$ cat config.mk
export PLATFORM = sky130hd
export DESIGN_NAME = double_hash_table_flat
export DESIGN_NICKNAME = d
export VERILOG_FILES = /design/src/hdl/dht_pkg.sv /design/src/hdl/dht_if.sv /design/src/hdl/dht_mod_unit.sv /design/src/hdl/dht_slot_mem.sv /design/src/hdl/double_hash_table.sv /design/src/flat_wrapper.sv
export VERILOG_INCLUDE_DIRS = /design/src /design/src/hdl
export SDC_FILE = /design/constraint.sdc
export NUM_CORES = 1
export LEC_CHECK = 0
export ABC_AREA = 1
export ABC_CLOCK_PERIOD_IN_PS = 4200
export CAP_MARGIN = 30
export CORE_MARGIN = 2
export CORE_UTILIZATION = 45
export CTS_CLUSTER_DIAMETER = 50
export DETAILED_ROUTE_END_ITERATION = 6
export DONT_BUFFER_PORTS = 1
export GPL_ROUTABILITY_DRIVEN = 0
export PLACE_DENSITY_LB_ADDON = 0.3
export REMOVE_ABC_BUFFERS = 1
export SLEW_MARGIN = 5
export SYNTH_ARGS = -nofsm -noshare
export SYNTH_HDL_FRONTEND = slang
export SYNTH_SLANG_ARGS = --single-unit
export TNS_END_PERCENT = 100
$ cat constraint.sdc
create_clock -name clk -period 4.2 [get_ports clk]
set_input_delay 0.21 -clock clk [delete_from_list [all_inputs] [get_ports clk]]
set_output_delay 0.21 -clock clk [all_outputs]
set_load 0.02 [all_outputs]
$ cat src/hdl/double_hash_table_macros.svh
// assertion macros for the double hash table
// used by dht_mod_unit and double_hash_table; no other dependencies
`ifndef DOUBLE_HASH_TABLE_MACROS_SVH
`define DOUBLE_HASH_TABLE_MACROS_SVH
`ifndef SYNTHESIS
// same-cycle implication
`define DHT_ASSERT_NOW(label, clk, rst_n, ante, cons) \
    label: assert property (@(posedge clk) disable iff (!rst_n) (ante) |-> (cons)) \
        else $error("double_hash_table: check failed");
// next-cycle implication
`define DHT_ASSERT_NXT(label, clk, rst_n, ante, cons) \
    label: assert property (@(posedge clk) disable iff (!rst_n) (ante) |=> (cons)) \
        else $error("double_hash_table: check failed");
`else
`define DHT_ASSERT_NOW(label, clk, rst_n, ante, cons)
`define DHT_ASSERT_NXT(label, clk, rst_n, ante, cons)
`endif
`endif

$ cat src/hdl/dht_pkg.sv
// shared types and constants for the double hash table
// no dependencies
package dht_pkg;

    localparam int REQ_W    = 2;
    localparam int STATUS_W = 2;
    localparam int STEP_W   = 4;
    localparam int CFG_IDX_W = 1;

    localparam int TABLE_SIZE_RST = 11;
    localparam int STEP_BASE_RST  = 5;

    // request codes
    localparam logic [REQ_W-1:0] REQ_INSERT = 2'd0;
    localparam logic [REQ_W-1:0] REQ_REMOVE = 2'd1;
    localparam logic [REQ_W-1:0] REQ_FIND   = 2'd2;

    // result status codes
    localparam logic [STATUS_W-1:0] ST_DONE      = 2'd0;
    localparam logic [STATUS_W-1:0] ST_PRESENT   = 2'd1;
    localparam logic [STATUS_W-1:0] ST_NOT_FOUND = 2'd2;
    localparam logic [STATUS_W-1:0] ST_FULL      = 2'd3;

    // configuration register indexes
    localparam logic [CFG_IDX_W-1:0] REG_TABLE_SIZE = 1'd0;
    localparam logic [CFG_IDX_W-1:0] REG_STEP_BASE  = 1'd1;

    typedef struct packed {
        logic ever_used;
        logic occupied;
    } slot_flags_t;

    typedef struct packed {
        logic busy;
        logic done;
    } mod_stat_t;

endpackage

$ cat src/hdl/dht_if.sv
// request and response channel interfaces for the double hash table
// depends on dht_pkg
interface dht_req_if #(
    parameter int KEY_BITS = 31
);
    logic                      valid;
    logic                      ready;
    logic [dht_pkg::REQ_W-1:0] req_type;
    logic [KEY_BITS-1:0]       key;

    modport source (output valid, output req_type, output key, input ready);
    modport sink   (input valid, input req_type, input key, output ready);
endinterface

interface dht_rsp_if #(
    parameter int IDX_W   = 4,
    parameter int ENTRY_W = 5
);
    logic                         valid;
    logic                         ready;
    logic [dht_pkg::STATUS_W-1:0] status;
    logic [IDX_W-1:0]             slot_index;
    logic [ENTRY_W-1:0]           entry_total;

    modport source (output valid, output status, output slot_index, output entry_total,
                    input ready);
    modport sink   (input valid, input status, input slot_index, input entry_total,
                    output ready);
endinterface

$ cat src/hdl/dht_mod_unit.sv
// shared remainder unit: restoring division, one dividend bit per cycle
// depends on dht_pkg and double_hash_table_macros.svh
`include "double_hash_table_macros.svh"

module dht_mod_unit #(
    parameter int DIVIDEND_W = 31,
    parameter int DIVISOR_W  = 5,
    parameter int CNT_W      = 5
) (
    input  logic                   clk,
    input  logic                   rst_n,
    input  logic                   start,
    input  logic [DIVIDEND_W-1:0]  dividend,
    input  logic [DIVISOR_W-1:0]   divisor,
    input  logic [CNT_W-1:0]       nbits,
    output logic [DIVISOR_W-1:0]   rem,
    output dht_pkg::mod_stat_t     stat
);

    logic [CNT_W-1:0]      cnt_reg;
    logic                  done_reg;
    logic [DIVIDEND_W-1:0] shift_reg;
    logic [DIVISOR_W-1:0]  divisor_reg;
    logic [DIVISOR_W-1:0]  rem_reg;
    logic [DIVISOR_W:0]    partial;
    logic [DIVISOR_W:0]    diff;
    logic [DIVISOR_W-1:0]  rem_next;

    always_comb
    begin
        partial  = {rem_reg, shift_reg[DIVIDEND_W-1]};
        diff     = partial - {1'b0, divisor_reg};
        rem_next = (partial >= {1'b0, divisor_reg}) ? diff[DIVISOR_W-1:0]
                                                     : partial[DIVISOR_W-1:0];
    end

    always_ff @(posedge clk or negedge rst_n)
    begin
        if (!rst_n)
        begin
            cnt_reg  <= '0;
            done_reg <= 1'b0;
        end
        else if (start)
        begin
            cnt_reg  <= nbits;
            done_reg <= 1'b0;
        end
        else
        begin
            done_reg <= (cnt_reg == CNT_W'(1));
            if (cnt_reg != '0)
                cnt_reg <= cnt_reg - CNT_W'(1);
        end
    end

    always_ff @(posedge clk)
    begin
        if (start)
        begin
            shift_reg   <= dividend;
            divisor_reg <= divisor;
            rem_reg     <= '0;
        end
        else if (cnt_reg != '0)
        begin
            shift_reg <= {shift_reg[DIVIDEND_W-2:0], 1'b0};
            rem_reg   <= rem_next;
        end
    end

    assign rem       = rem_reg;
    assign stat.busy = (cnt_reg != '0);
    assign stat.done = done_reg;

    `DHT_ASSERT_NXT(a_start_makes_busy, clk, rst_n, start && nbits != '0, cnt_reg != '0)

endmodule

$ cat src/hdl/dht_slot_mem.sv
// slot store: key, occupied and used-ever bits per slot, registered read
// clears all flags in a sweep after reset; depends on dht_pkg
module dht_slot_mem #(
    parameter int DEPTH    = 16,
    parameter int KEY_BITS = 31,
    parameter int IDX_W    = 4
) (
    input  logic                 clk,
    input  logic                 rst_n,
    input  logic [IDX_W-1:0]     rd_addr,
    output dht_pkg::slot_flags_t rd_flags,
    output logic [KEY_BITS-1:0]  rd_key,
    input  logic                 wr_en,
    input  logic [IDX_W-1:0]     wr_addr,
    input  dht_pkg::slot_flags_t wr_flags,
    input  logic [KEY_BITS-1:0]  wr_key,
    output logic                 clearing
);

    localparam int ROW_W = KEY_BITS + 2;

    logic [ROW_W-1:0] mem [DEPTH];
    logic [ROW_W-1:0] rd_data_reg;
    logic [IDX_W-1:0] clr_addr_reg;
    logic             clearing_reg;

    always_ff @(posedge clk or negedge rst_n)
    begin
        if (!rst_n)
        begin
            clearing_reg <= 1'b1;
            clr_addr_reg <= '0;
        end
        else if (clearing_reg)
        begin
            clr_addr_reg <= clr_addr_reg + IDX_W'(1);
            if (clr_addr_reg == IDX_W'(DEPTH - 1))
                clearing_reg <= 1'b0;
        end
    end

    always_ff @(posedge clk)
    begin
        if (clearing_reg)
            mem[clr_addr_reg] <= '0;
        else if (wr_en)
            mem[wr_addr] <= {wr_flags, wr_key};
        rd_data_reg <= mem[rd_addr];
    end

    assign rd_flags = rd_data_reg[ROW_W-1:KEY_BITS];
    assign rd_key   = rd_data_reg[KEY_BITS-1:0];
    assign clearing = clearing_reg;

endmodule

$ cat src/hdl/double_hash_table.sv
// double hash table top level: config registers, request sequencer, result register
// depends on dht_pkg, dht_if, dht_mod_unit, dht_slot_mem, double_hash_table_macros.svh
//
//  channel | dir | transaction payload
//  --------+-----+----------------------------------------------
//  req     | in  | req_type, key
//  rsp     | out | status, slot_index, entry_total
//  cfg     | in  | cfg_we, cfg_index, cfg_data (write only)
//
// after reset the slot flags are cleared in a sweep over all TABLE_DEPTH slots; req is ready
// once the sequencer has left S_CLEAR after the sweep. a request runs three remainder passes
// (key mod k, key mod size, step mod size, one bit a cycle) on the shared remainder unit, then
// probes the slot store's read port, one probe per cycle: 1 to size probes for lookup; an insert
// that misses restarts from home and probes up to size more slots for a free one.
// one request at a time; the next is taken while a result waits in the rsp register.
`include "double_hash_table_macros.svh"

module double_hash_table #(
    parameter int TABLE_DEPTH = 16,
    parameter int KEY_BITS    = 31
) (
    input  logic                            clk,
    input  logic                            rst_n,
    dht_req_if.sink                         req,
    dht_rsp_if.source                       rsp,
    input  logic                            cfg_we,
    input  logic [dht_pkg::CFG_IDX_W-1:0]   cfg_index,
    input  logic [((($clog2(TABLE_DEPTH + 1)) > dht_pkg::STEP_W) ?
                   $clog2(TABLE_DEPTH + 1) : dht_pkg::STEP_W) - 1:0] cfg_data
);

    localparam int IDX_W   = $clog2(TABLE_DEPTH);
    localparam int SIZE_W  = $clog2(TABLE_DEPTH + 1);
    localparam int ENTRY_W = SIZE_W;
    localparam int STEP_W  = dht_pkg::STEP_W;
    localparam int DIV_W   = (SIZE_W > STEP_W) ? SIZE_W : STEP_W;
    localparam int CNT_W   = $clog2(KEY_BITS + 1);
    localparam int SUM_W   = IDX_W + 1;
    localparam int SIZE_RST = (dht_pkg::TABLE_SIZE_RST > TABLE_DEPTH) ?
                              TABLE_DEPTH : dht_pkg::TABLE_SIZE_RST;

    localparam logic [2:0] S_CLEAR = 3'd0;
    localparam logic [2:0] S_IDLE  = 3'd1;
    localparam logic [2:0] S_MODK  = 3'd2;
    localparam logic [2:0] S_MODN  = 3'd3;
    localparam logic [2:0] S_MODS  = 3'd4;
    localparam logic [2:0] S_ISSUE = 3'd5;
    localparam logic [2:0] S_CHK   = 3'd6;
    localparam logic [2:0] S_DONE  = 3'd7;

    logic [2:0]                   state_reg, state_next;
    logic [SIZE_W-1:0]            size_reg;
    logic [STEP_W-1:0]            kbase_reg;
    logic [SIZE_W-1:0]            eff_n;
    logic [STEP_W-1:0]            eff_k;

    logic [dht_pkg::REQ_W-1:0]    req_type_reg;
    logic [KEY_BITS-1:0]          key_reg;
    logic [SIZE_W-1:0]            n_reg;
    logic [STEP_W-1:0]            k_reg;
    logic [STEP_W-1:0]            step_reg;
    logic [IDX_W-1:0]             home_reg;
    logic [IDX_W-1:0]             stride_reg;
    logic [IDX_W-1:0]             pos_reg;
    logic [IDX_W-1:0]             probe_reg;
    logic                         free_phase_reg;
    logic [ENTRY_W-1:0]           count_reg;
    logic [dht_pkg::STATUS_W-1:0] res_status_reg;
    logic [IDX_W-1:0]             res_slot_reg;

    logic                         rsp_valid_reg;
    logic [dht_pkg::STATUS_W-1:0] rsp_status_reg;
    logic [IDX_W-1:0]             rsp_slot_reg;
    logic [ENTRY_W-1:0]           rsp_total_reg;

    logic                         accept;
    logic                         mod_start;
    logic [KEY_BITS-1:0]          mod_dividend;
    logic [DIV_W-1:0]             mod_divisor;
    logic [CNT_W-1:0]             mod_nbits;
    logic [DIV_W-1:0]             mod_rem;
    dht_pkg::mod_stat_t           mod_stat;

    logic [IDX_W-1:0]             rd_addr;
    dht_pkg::slot_flags_t         rd_flags;
    logic [KEY_BITS-1:0]          rd_key;
    logic                         mem_wr_en;
    dht_pkg::slot_flags_t         wr_flags;
    logic                         mem_clearing;

    logic [SUM_W-1:0]             pos_sum;
    logic [IDX_W-1:0]             pos_adv;
    logic                         last_probe;
    logic                         chk_hit;
    logic                         chk_miss;
    logic                         chk_free;
    logic                         chk_full;
    logic                         out_free;

    // configuration registers
    always_ff @(posedge clk or negedge rst_n)
    begin
        if (!rst_n)
        begin
            size_reg  <= SIZE_W'(SIZE_RST);
            kbase_reg <= STEP_W'(dht_pkg::STEP_BASE_RST);
        end
        else if (cfg_we)
        begin
            case (cfg_index)
                dht_pkg::REG_TABLE_SIZE: size_reg  <= cfg_data[SIZE_W-1:0];
                dht_pkg::REG_STEP_BASE:  kbase_reg <= cfg_data[STEP_W-1:0];
                default: ;
            endcase
        end
    end

    always_comb
    begin
        if (size_reg < SIZE_W'(2))
            eff_n = SIZE_W'(2);
        else if (size_reg > SIZE_W'(TABLE_DEPTH))
            eff_n = SIZE_W'(TABLE_DEPTH);
        else
            eff_n = size_reg;
        eff_k = (kbase_reg == '0) ? STEP_W'(1) : kbase_reg;
    end

    assign accept    = req.valid && req.ready;
    assign req.ready = (state_reg == S_IDLE);
    assign out_free  = !rsp_valid_reg || rsp.ready;

    // remainder unit operand select
    always_comb
    begin
        mod_start    = 1'b0;
        mod_dividend = key_reg;
        mod_divisor  = DIV_W'(n_reg);
        mod_nbits    = CNT_W'(KEY_BITS);
        case (state_reg)
            S_IDLE:
            begin
                mod_start    = accept;
                mod_dividend = req.key;
                mod_divisor  = DIV_W'(eff_k);
            end
            S_MODK:
                mod_start = mod_stat.done;
            S_MODN:
            begin
                mod_start    = mod_stat.done;
                // step sits in the top bits so only its STEP_W bits are divided
                mod_dividend = {step_reg, {(KEY_BITS - STEP_W){1'b0}}};
                mod_nbits    = CNT_W'(STEP_W);
            end
            default: ;
        endcase
    end

    dht_mod_unit #(
        .DIVIDEND_W (KEY_BITS),
        .DIVISOR_W  (DIV_W),
        .CNT_W      (CNT_W)
    ) u_mod (
        .clk      (clk),
        .rst_n    (rst_n),
        .start    (mod_start),
        .dividend (mod_dividend),
        .divisor  (mod_divisor),
        .nbits    (mod_nbits),
        .rem      (mod_rem),
        .stat     (mod_stat)
    );

    // next probe position, one compare and subtract since stride < size
    always_comb
    begin
        pos_sum = SUM_W'(pos_reg) + SUM_W'(stride_reg);
        if (pos_sum >= SUM_W'(n_reg))
            pos_sum = pos_sum - SUM_W'(n_reg);
        pos_adv = pos_sum[IDX_W-1:0];
    end

    assign last_probe = (probe_reg == IDX_W'(n_reg - SIZE_W'(1)));

    always_comb
    begin
        chk_hit  = 1'b0;
        chk_miss = 1'b0;
        chk_free = 1'b0;
        chk_full = 1'b0;
        if (state_reg == S_CHK)
        begin
            if (!free_phase_reg)
            begin
                if (rd_flags.ever_used && rd_flags.occupied && rd_key == key_reg)
                    chk_hit = 1'b1;
                else if (!rd_flags.ever_used || last_probe)
                    chk_miss = 1'b1;
            end
            else
            begin
                if (!rd_flags.occupied)
                    chk_free = 1'b1;
                else if (last_probe)
                    chk_full = 1'b1;
            end
        end
    end

    always_comb
    begin
        mem_wr_en          = 1'b0;
        wr_flags.ever_used = 1'b1;
        wr_flags.occupied  = 1'b1;
        if (chk_free)
            mem_wr_en = 1'b1;
        else if (chk_hit && req_type_reg == dht_pkg::REQ_REMOVE)
        begin
            // tombstone: keep used-ever, drop occupied
            mem_wr_en         = 1'b1;
            wr_flags.occupied = 1'b0;
        end
    end

    assign rd_addr = (state_reg == S_CHK) ? pos_adv : pos_reg;

    dht_slot_mem #(
        .DEPTH    (TABLE_DEPTH),
        .KEY_BITS (KEY_BITS),
        .IDX_W    (IDX_W)
    ) u_slots (
        .clk      (clk),
        .rst_n    (rst_n),
        .rd_addr  (rd_addr),
        .rd_flags (rd_flags),
        .rd_key   (rd_key),
        .wr_en    (mem_wr_en),
        .wr_addr  (pos_reg),
        .wr_flags (wr_flags),
        .wr_key   (key_reg),
        .clearing (mem_clearing)
    );

    always_comb
    begin
        state_next = state_reg;
        case (state_reg)
            S_CLEAR: if (!mem_clearing) state_next = S_IDLE;
            S_IDLE:  if (accept) state_next = S_MODK;
            S_MODK:  if (mod_stat.done) state_next = S_MODN;
            S_MODN:  if (mod_stat.done) state_next = S_MODS;
            S_MODS:  if (mod_stat.done) state_next = S_ISSUE;
            S_ISSUE: state_next = S_CHK;
            S_CHK:
            begin
                if (chk_miss && req_type_reg == dht_pkg::REQ_INSERT)
                    state_next = S_ISSUE;
                else if (chk_hit || chk_miss || chk_free || chk_full)
                    state_next = S_DONE;
            end
            S_DONE:  if (out_free) state_next = S_IDLE;
            default: state_next = S_CLEAR;
        endcase
    end

    always_ff @(posedge clk or negedge rst_n)
    begin
        if (!rst_n)
        begin
            state_reg <= S_CLEAR;
            count_reg <= '0;
        end
        else
        begin
            state_reg <= state_next;
            if (chk_free)
                count_reg <= count_reg + ENTRY_W'(1);
            else if (chk_hit && req_type_reg == dht_pkg::REQ_REMOVE)
                count_reg <= count_reg - ENTRY_W'(1);
        end
    end

    // request datapath
    always_ff @(posedge clk)
    begin
        case (state_reg)
            S_IDLE:
            begin
                if (accept)
                begin
                    req_type_reg <= req.req_type;
                    key_reg      <= req.key;
                    n_reg        <= eff_n;
                    k_reg        <= eff_k;
                end
            end
            S_MODK:
                if (mod_stat.done)
                    step_reg <= k_reg - mod_rem[STEP_W-1:0];
            S_MODN:
                if (mod_stat.done)
                    home_reg <= mod_rem[IDX_W-1:0];
            S_MODS:
            begin
                if (mod_stat.done)
                begin
                    stride_reg     <= mod_rem[IDX_W-1:0];
                    pos_reg        <= home_reg;
                    probe_reg      <= '0;
                    free_phase_reg <= 1'b0;
                end
            end
            S_CHK:
            begin
                if (chk_hit)
                begin
                    res_slot_reg <= pos_reg;
                    case (req_type_reg)
                        dht_pkg::REQ_INSERT: res_status_reg <= dht_pkg::ST_PRESENT;
                        dht_pkg::REQ_REMOVE: res_status_reg <= dht_pkg::ST_DONE;
                        dht_pkg::REQ_FIND:   res_status_reg <= dht_pkg::ST_DONE;
                        default:
                        begin
                            res_status_reg <= dht_pkg::ST_NOT_FOUND;
                            res_slot_reg   <= '0;
                        end
                    endcase
                end
                else if (chk_miss)
                begin
                    res_status_reg <= dht_pkg::ST_NOT_FOUND;
                    res_slot_reg   <= '0;
                    // insert goes on to search for a free slot from home
                    pos_reg        <= home_reg;
                    probe_reg      <= '0;
                    free_phase_reg <= 1'b1;
                end
                else if (chk_free)
                begin
                    res_status_reg <= dht_pkg::ST_DONE;
                    res_slot_reg   <= pos_reg;
                end
                else if (chk_full)
                begin
                    res_status_reg <= dht_pkg::ST_FULL;
                    res_slot_reg   <= '0;
                end
                else
                begin
                    pos_reg   <= pos_adv;
                    probe_reg <= probe_reg + IDX_W'(1);
                end
            end
            default: ;
        endcase
    end

    // result register
    always_ff @(posedge clk or negedge rst_n)
    begin
        if (!rst_n)
            rsp_valid_reg <= 1'b0;
        else if (state_reg == S_DONE && out_free)
            rsp_valid_reg <= 1'b1;
        else if (rsp.ready)
            rsp_valid_reg <= 1'b0;
    end

    always_ff @(posedge clk)
    begin
        if (state_reg == S_DONE && out_free)
        begin
            rsp_status_reg <= res_status_reg;
            rsp_slot_reg   <= res_slot_reg;
            rsp_total_reg  <= count_reg;
        end
    end

    assign rsp.valid       = rsp_valid_reg;
    assign rsp.status      = rsp_status_reg;
    assign rsp.slot_index  = rsp_slot_reg;
    assign rsp.entry_total = rsp_total_reg;

    `DHT_ASSERT_NOW(a_write_only_on_check, clk, rst_n, mem_wr_en, state_reg == S_CHK)
    `DHT_ASSERT_NOW(a_no_accept_while_clearing, clk, rst_n, mem_clearing, !req.ready)
    `DHT_ASSERT_NXT(a_accept_starts_mod, clk, rst_n, req.valid && req.ready, mod_stat.busy)

endmodule
$ cat src/flat_wrapper.sv
// flat-port wrapper written by rule: the top's interface ports become plain ports
module double_hash_table_flat 
#(
    parameter int TABLE_DEPTH = 16,
    parameter int KEY_BITS    = 31
)
  (clk, rst_n, cfg_we, cfg_index, cfg_data, req_valid, req_req_type, req_key, req_ready, rsp_valid, rsp_status, rsp_slot_index, rsp_entry_total, rsp_ready);
  dht_req_if #(.KEY_BITS(KEY_BITS)) req_i ();
  dht_rsp_if rsp_i ();
  input  logic clk;
  input  logic rst_n;
  input  logic cfg_we;
  input  logic [dht_pkg::CFG_IDX_W-1:0] cfg_index;
  input  logic [((($clog2(TABLE_DEPTH + 1)) > dht_pkg::STEP_W) ?
                   $clog2(TABLE_DEPTH + 1) : dht_pkg::STEP_W) - 1:0] cfg_data;
  input wire logic [$bits(req_i.valid)-1:0] req_valid;
  input wire logic [$bits(req_i.req_type)-1:0] req_req_type;
  input wire logic [$bits(req_i.key)-1:0] req_key;
  output wire logic [$bits(req_i.ready)-1:0] req_ready;
  output wire logic [$bits(rsp_i.valid)-1:0] rsp_valid;
  output wire logic [$bits(rsp_i.status)-1:0] rsp_status;
  output wire logic [$bits(rsp_i.slot_index)-1:0] rsp_slot_index;
  output wire logic [$bits(rsp_i.entry_total)-1:0] rsp_entry_total;
  input wire logic [$bits(rsp_i.ready)-1:0] rsp_ready;
  assign req_i.valid = req_valid;
  assign req_i.req_type = req_req_type;
  assign req_i.key = req_key;
  assign req_ready = req_i.ready;
  assign rsp_valid = rsp_i.valid;
  assign rsp_status = rsp_i.status;
  assign rsp_slot_index = rsp_i.slot_index;
  assign rsp_entry_total = rsp_i.entry_total;
  assign rsp_i.ready = rsp_ready;
  double_hash_table #(.TABLE_DEPTH(TABLE_DEPTH), .KEY_BITS(KEY_BITS)) u_core (.clk(clk), .rst_n(rst_n), .req(req_i), .rsp(rsp_i), .cfg_we(cfg_we), .cfg_index(cfg_index), .cfg_data(cfg_data));
endmodule
# Word-level counts from Yosys, hierarchy flattened
# Memory sizes are Yosys's and may differ from the RTL's. A register that Yosys moved wholly into a read port is not among the register bits.
# Index checks and enable logic that the tools add are counted.
# Widths: inputs -> output; s select.
word_totals:
  mem_count: 1
  wordCells: 187
  input_bits: 44
  output_inout_bits: 13
  mem_bits_rw: 528
  ff_bits: 150
classes:
  reduce_logical: 37
  bitwise: 1
  n_addsub: 10
  n_mux: 81
  magnitude_cmp: 4
  eq_ne: 24
mem_list:
  columns: ["name", "words", "word_bits", "read_ports", "rd_clocked_by_memory_dff", "wr", "line_no", "text"]
  rows:
  - ["u_core.u_slots.mem", 16, 33, 1, 1, 1, "dht_slot_mem.sv:22", "logic [ROW_W-1:0] mem [DEPTH];"]
op_table:
  columns: ["operator", "count"]
  rows:
  - ["$mux 4", 20]
  - ["$mux 31", 2]
  - ["$pmux 31 s2", 1]
  - ["$mux 5", 7]
  - ["$mux 33", 1]
  - ["$reduce_or 33->1", 1]
  - ["$mux 1", 32]
  - ["$eq 31x31->1", 1]
  - ["$mux 3", 8]
  - ["$pmux 3 s8", 1]
  - ["$pmux 4 s2", 2]
  - ["$reduce_and 2->1", 7]
  - ["$eq 3x3->1 const B", 4]
  - ["$ne 2x2->1 const B", 6]
  - ["$sub 5x1->5 const B", 2]
  - ["$add 4x1->4 const B", 2]
  - ["$mux 2", 4]
  - ["$reduce_bool 2->1", 4]
  - ["$sub 4x4->4", 2]
  - ["$reduce_and 7->1", 1]
  - ["$eq 3x2->1 const B", 2]
  - ["$ge 6x5->1", 1]
  - ["$logic_and 1x1->1", 6]
  - ["$ne 3x2->1 const B", 2]
  - ["other kinds (29)", 38]

# Longest topological paths before layout
depth:
  word_depth: 13
  mapped_depth: 23
  mapped_depth_nobuf: 21

# Cells and area by module
# A second synthesis with hierarchy kept.
hier_totals:
  hier_cells: 3221
  hier_area_um2: 31790.5
modules_own_cells:
  columns: ["module", "instances", "cells_each", "area_per_inst_um2", "seq_area_each_um2"]
  rows:
  - ["dht_slot_mem", 1, 2289, 23806.6, 16642.2]
  - ["double_hash_table", 1, 678, 5677.9, 2859.0]
  - ["dht_mod_unit", 1, 254, 2306.0, 1331.3]

# Least setup slack after synthesis
# Ideal clock, no wire load.
synth_path:
  path_kind: "register -> register"
  from: "reg u_core.state_reg[0]"
  to: "reg u_core.u_mod.shift_reg[0] (enable)"
  path_stages_with_launch: 11
  required_ns: 3.827
  n_path_buf: 0
  path_slack_ns: 0.043
  setup_time_ns: 0.373
  t_arrival_ns: 3.783
  synth_period_minus_slack_ns: 4.157
  path_cell_list: "dfrtp_1 > inv_1 > nor2_1 > inv_1 > nor2_1 > inv_1 > nor2_1 > nor2_2 > inv_2 > nor2_1 > inv_2"
synth_via:
  elab_chain_len: 4
  word_cells_on_any_way: 7
  classes_between: "eq/ne (3); mux (1); reduce/logical (3)"
synth_rtl:
  columns: ["item", "line_no", "text"]
  rows:
  - ["start: declaration", "double_hash_table.sv:51", "logic [2:0] state_reg, state_next;"]
  - ["start signal: assignment", "double_hash_table.sv:276", "state_reg <= state_next;"]
  - ["$eq 3x2->1 or $eq 3x1->1 (tied branches)", "double_hash_table.sv:140, double_hash_table.sv:130", null]
  - ["$reduce_or 2->1 (no source line) or $logic_and 1x1->1 (tied branches)", null, null]
  - ["$pmux 1 s2 *", "double_hash_table.sv:140", "case (state_reg)"]
  - ["named net u_core.mod_start", "double_hash_table.sv:77", "logic mod_start;"]
  - ["$reduce_bool 2->1 (no source line) *", null, null]
  - ["end signal: assignment", "dht_mod_unit.sv:61", "shift_reg <= dividend;"]
  - ["end signal: assignment", "dht_mod_unit.sv:67", "shift_reg <= {shift_reg[DIVIDEND_W-2:0], 1'b0};"]
  - ["end: declaration", "dht_mod_unit.sv:22", "logic [DIVIDEND_W-1:0] shift_reg;"]
# The timed path passes the listed nets; every way through them passes the cells marked *.
# A chain may end at the register's enable or synchronous reset.

# Worst setup path after layout
layout_path:
  from: "reg u_core.pos_reg[0]"
  to: "reg u_core.u_slots.rd_data_reg[30] (read register of u_core.u_slots.mem)"
layout_via:
  elab_chain_len: 4
  word_cells_on_any_way: 5
  classes_between: "add/sub (2); order compare (1); mux (2)"
layout_rtl:
  columns: ["item", "line_no", "text"]
  rows:
  - ["start: declaration", "double_hash_table.sv:64", "logic [IDX_W-1:0] pos_reg;"]
  - ["start signal: assignment", "double_hash_table.sv:309", "pos_reg <= home_reg;"]
  - ["start signal: assignment", "double_hash_table.sv:335", "pos_reg <= home_reg;"]
  - ["start signal: assignment", "double_hash_table.sv:351", "pos_reg <= pos_adv;"]
  - ["$add 4x4->5", "double_hash_table.sv:178", "pos_sum = SUM_W'(pos_reg) + SUM_W'(stride_reg);"]
  - ["$sub 4x4->4 or $ge 5x5->1 (tied branches)", "double_hash_table.sv:180, double_hash_table.sv:179", null]
  - ["$mux 4", "double_hash_table.sv:179", "if (pos_sum >= SUM_W'(n_reg))"]
  - ["$mux 4 *", "double_hash_table.sv:226", "assign rd_addr = (state_reg == S_CHK) ? pos_adv : pos_reg;"]
  - ["end: declaration", "dht_slot_mem.sv:23", "logic [ROW_W-1:0] rd_data_reg;"]
# Mark *: on every way between the ends. The rest lies on a longest branch, timed or not.

==> results.cfg <==
[sta]
slew_headroom_pct = 35.4
worst_pin_slew_ns = 0.965
period_share_pct = 88.7
finalMaxSlewViolations = 0
setup_violations = 0
fin_tns_setup_ns = 0
finalClockSkew_ns = 0.0310
max_freq_mhz = 269
fin_crit_ns = 3.72
grt_setup_unrepaired = no
final-hold-violation-count = 0

[drt]
wirelength_um = 77600
routedWlPerCell_um = 18.2
highest_layer = met5
ant_nets = 0
wl_met1_um = 34600
drtIter0Drc = 2187
first_pass_iters = 5
via_count = 21300
drc_errors = 0
wl_met2_um = 36000
wl_met3_um = 5450
viasPerCell = 5.00

[placed_design]
dp_hpwl_um = 46200
placed_cell_area_um2 = 33300
io_buffers = 0

[yosys]
synth_seq_cells = 711
synth_area_um2 = 31600
yosysMostFrequentCell = nand2_1
synthArstFlopShare_pct = 4.08
yosysTopAreaCellShare_pct = 61.2
synth_edf_count = 644
synth_commonest_cells = nand2_1 (879), edfxtp_1 (644), inv_1 (612), nand3_1 (459), nor2_1 (141)
ys_top_cells_by_area = edfxtp_1 (61%), nand2_1 (10%), nand3_1 (7.3%)
yosys_warnings = 0
yosysTopAreaCell = edfxtp_1
avgSynthCellArea_um2 = 10.0
synthCells = 3153
ys_seq_area_share_pct = 65.9
synthFlopType = edfxtp_1
ys_types = 46

[floorplan]
die_width_um = 269
io_pins = 57
initial_core_util_pct = 45.3
die_area_um2 = 72400
fp.coreArea_um2 = 69800
num_rows = 97
die-height_um = 269

[grt]
grt_pass1_vias = 19800
grt_use_total_pct = 21.6
grt_pass1_wl_um = 119000
grt-ovfl-total = 0
antenna_found_initial = 11
grt_max_degree = 91

[setup_path]
r2r_start = u_core.pos_reg[0]
worst-path-max-fanout = 35
regToRegSetupSlack_ns = 0.48
worst-endpoint-required_ns = 4.73
r2r_cells = 22
cp-end-kind = register
r2r_end = u_core.u_slots.rd_data_reg[30]
worstPathArrival_ns = 4.25
critPathKind = register to register
startpoint_type = register

[cells_and_area]
post-route-cell-area_um2 = 36500
largest_reg_flops = 528
nets = 3328
layout-drive-gt1-share_pct = 8.16
syn_to_final_growth_pct = 15.4

[hold_path]
hold_path_depth = 4
hold_start = req_valid
worst_hold_path_type = input pin to register
hold_end = u_core.state_reg[0]

[pwr]
power_mw = 21.4
leakage_nw = 16.2
power.density_nw_per_um2 = 587
ir_drop_uv = 380

[clock_tree]
clock-sinks = 711
clk_path_buf_depth = 3
h-tree-depth = 3
clock_latency_ns = 0.65
post_cts_buffers = 0
root_buffer = clkbuf_16
cts_tree = done
clkTransAtPathRegs_ns = 0.06
numCtsBuffers = 85

[run]
maxCapViolCount = 0

[status]
status = completed
-- per-stage QoR --
step | instances | worst slack [ns] | util, % | hold WS, ns
finish | 4267 | 0.476 | 52.3 | 0.0357
global route | 4266 | 0.185 | 52.3 | 0.0483
CTS | 4263 | 0.529 | 52.3 | 0.0152
detailed placement | 4057 | 0.509 | 47.8 | -0.0849
global placement | 4056 | 0.543 | 47.7 | -0.0849
floorplan | 3022 | -2.64 | - | -0.0856
-- repair_timing --
item / 4_1_cts / 5_1_grt
hold buffers: 49 / 0
gates resized for setup: 0 / 0
hold endpoints to repair: 103 / 0
-- metal layers --
metal | track usage [%] | up-vias
met5 | 0 | -
met4 | 5.66 | 16
met3 | 3.79 | 136
met2 | 34.4 | 693
met1 | 30.8 | 10100
li1 | - | 10400
-- power by group --
group | total [mW] | internal, mW | switching [mW]
Sequential | 8.84 | 8.40 | 0.445
Combinational | 5.61 | 1.88 | 3.73
Clock | 6.97 | 3.97 | 2.99
Total | 21.4 | 14.3 | 7.17
-- cells in the final DEF, fill, tap and decap left out, types with 12 or more instances in the layout --
master	instances
a22oi_1	28
buf_4	67
ha_1	26
o21ai_0	58
nand2_1	876
nand3_1	459
dfrtp_1	23
clkbuf_16	86
nand4_1	12
nor2_4	20
nor2_1	123
buf_12	28
edfxtp_1	644
clkbuf_1	25
dfxtp_1	38
inv_1	610
dlygate4sd3_1	48
a21oi_1	15
xor2_1	14
-- how the worst max path moves through the flow --
stage / start / end / slack, ns / cells after the start
2_1_floorplan: u_core.pos_reg[0] / u_core.u_slots.rd_data_reg[0] / -2.64 / 19
3_3_place_gp: u_core.state_reg[2] / u_core.u_slots.mem[0][4] / 0.54 / 12
3_5_place_dp: u_core.pos_reg[0] / u_core.u_slots.rd_data_reg[30] / 0.51 / 22
4_1_cts: u_core.pos_reg[0] / u_core.u_slots.rd_data_reg[30] / 0.53 / 22
5_1_grt: u_core.pos_reg[0] / u_core.u_slots.rd_data_reg[30] / 0.19 / 22
6_report: u_core.pos_reg[0] / u_core.u_slots.rd_data_reg[30] / 0.48 / 22
-- cell type report --
cell class	count	area (µm²)
fillers	6058	33300
flip-flops and latches	711	20800
multi-input cells	1691	7920
inverters	620	2330
clock buffers	112	2260
repair buffers	144	1570
well taps	940	1180
clock inverters	45	402
diodes	4	10.0
-- critical path, cell delays in order, from the launching register on --
cell and delay (ns):
edfxtp_1 0.44, ha_1 0.26, fa_1 0.38, nand2_1 0.07, inv_1 0.04, o21ai_0 0.14
nand2_1 0.07, ha_1 0.31, nand2_1 0.07, inv_2 0.06, nand4_1 0.13, nand3_2 0.17
nand2_1 0.11, nand2_1 0.08, nand2_1 0.08, nand2_4 0.20, buf_12 0.25, buf_4 0.23
nand2_1 0.06, nand3_1 0.07, nand3_1 0.07, nand3_1 0.21, nand2_1 0.07
-- kinds of logic (layout without fill, tap and decap cells) --
family | after synthesis | in the layout | share of synthesized area, %
mux | 2 | 2 | 0.0712
flops | 711 | 711 | 65.9
other cells | 0 | 4 | 0
xor+xnor | 25 | 25 | 0.692
compound gates | 125 | 125 | 2.42
buf+inv | 751 | 921 | 9.60
simple gates | 1508 | 1508 | 20.0
fa+ha+maj | 31 | 31 | 1.35
(Power assumes the default switching activity.)
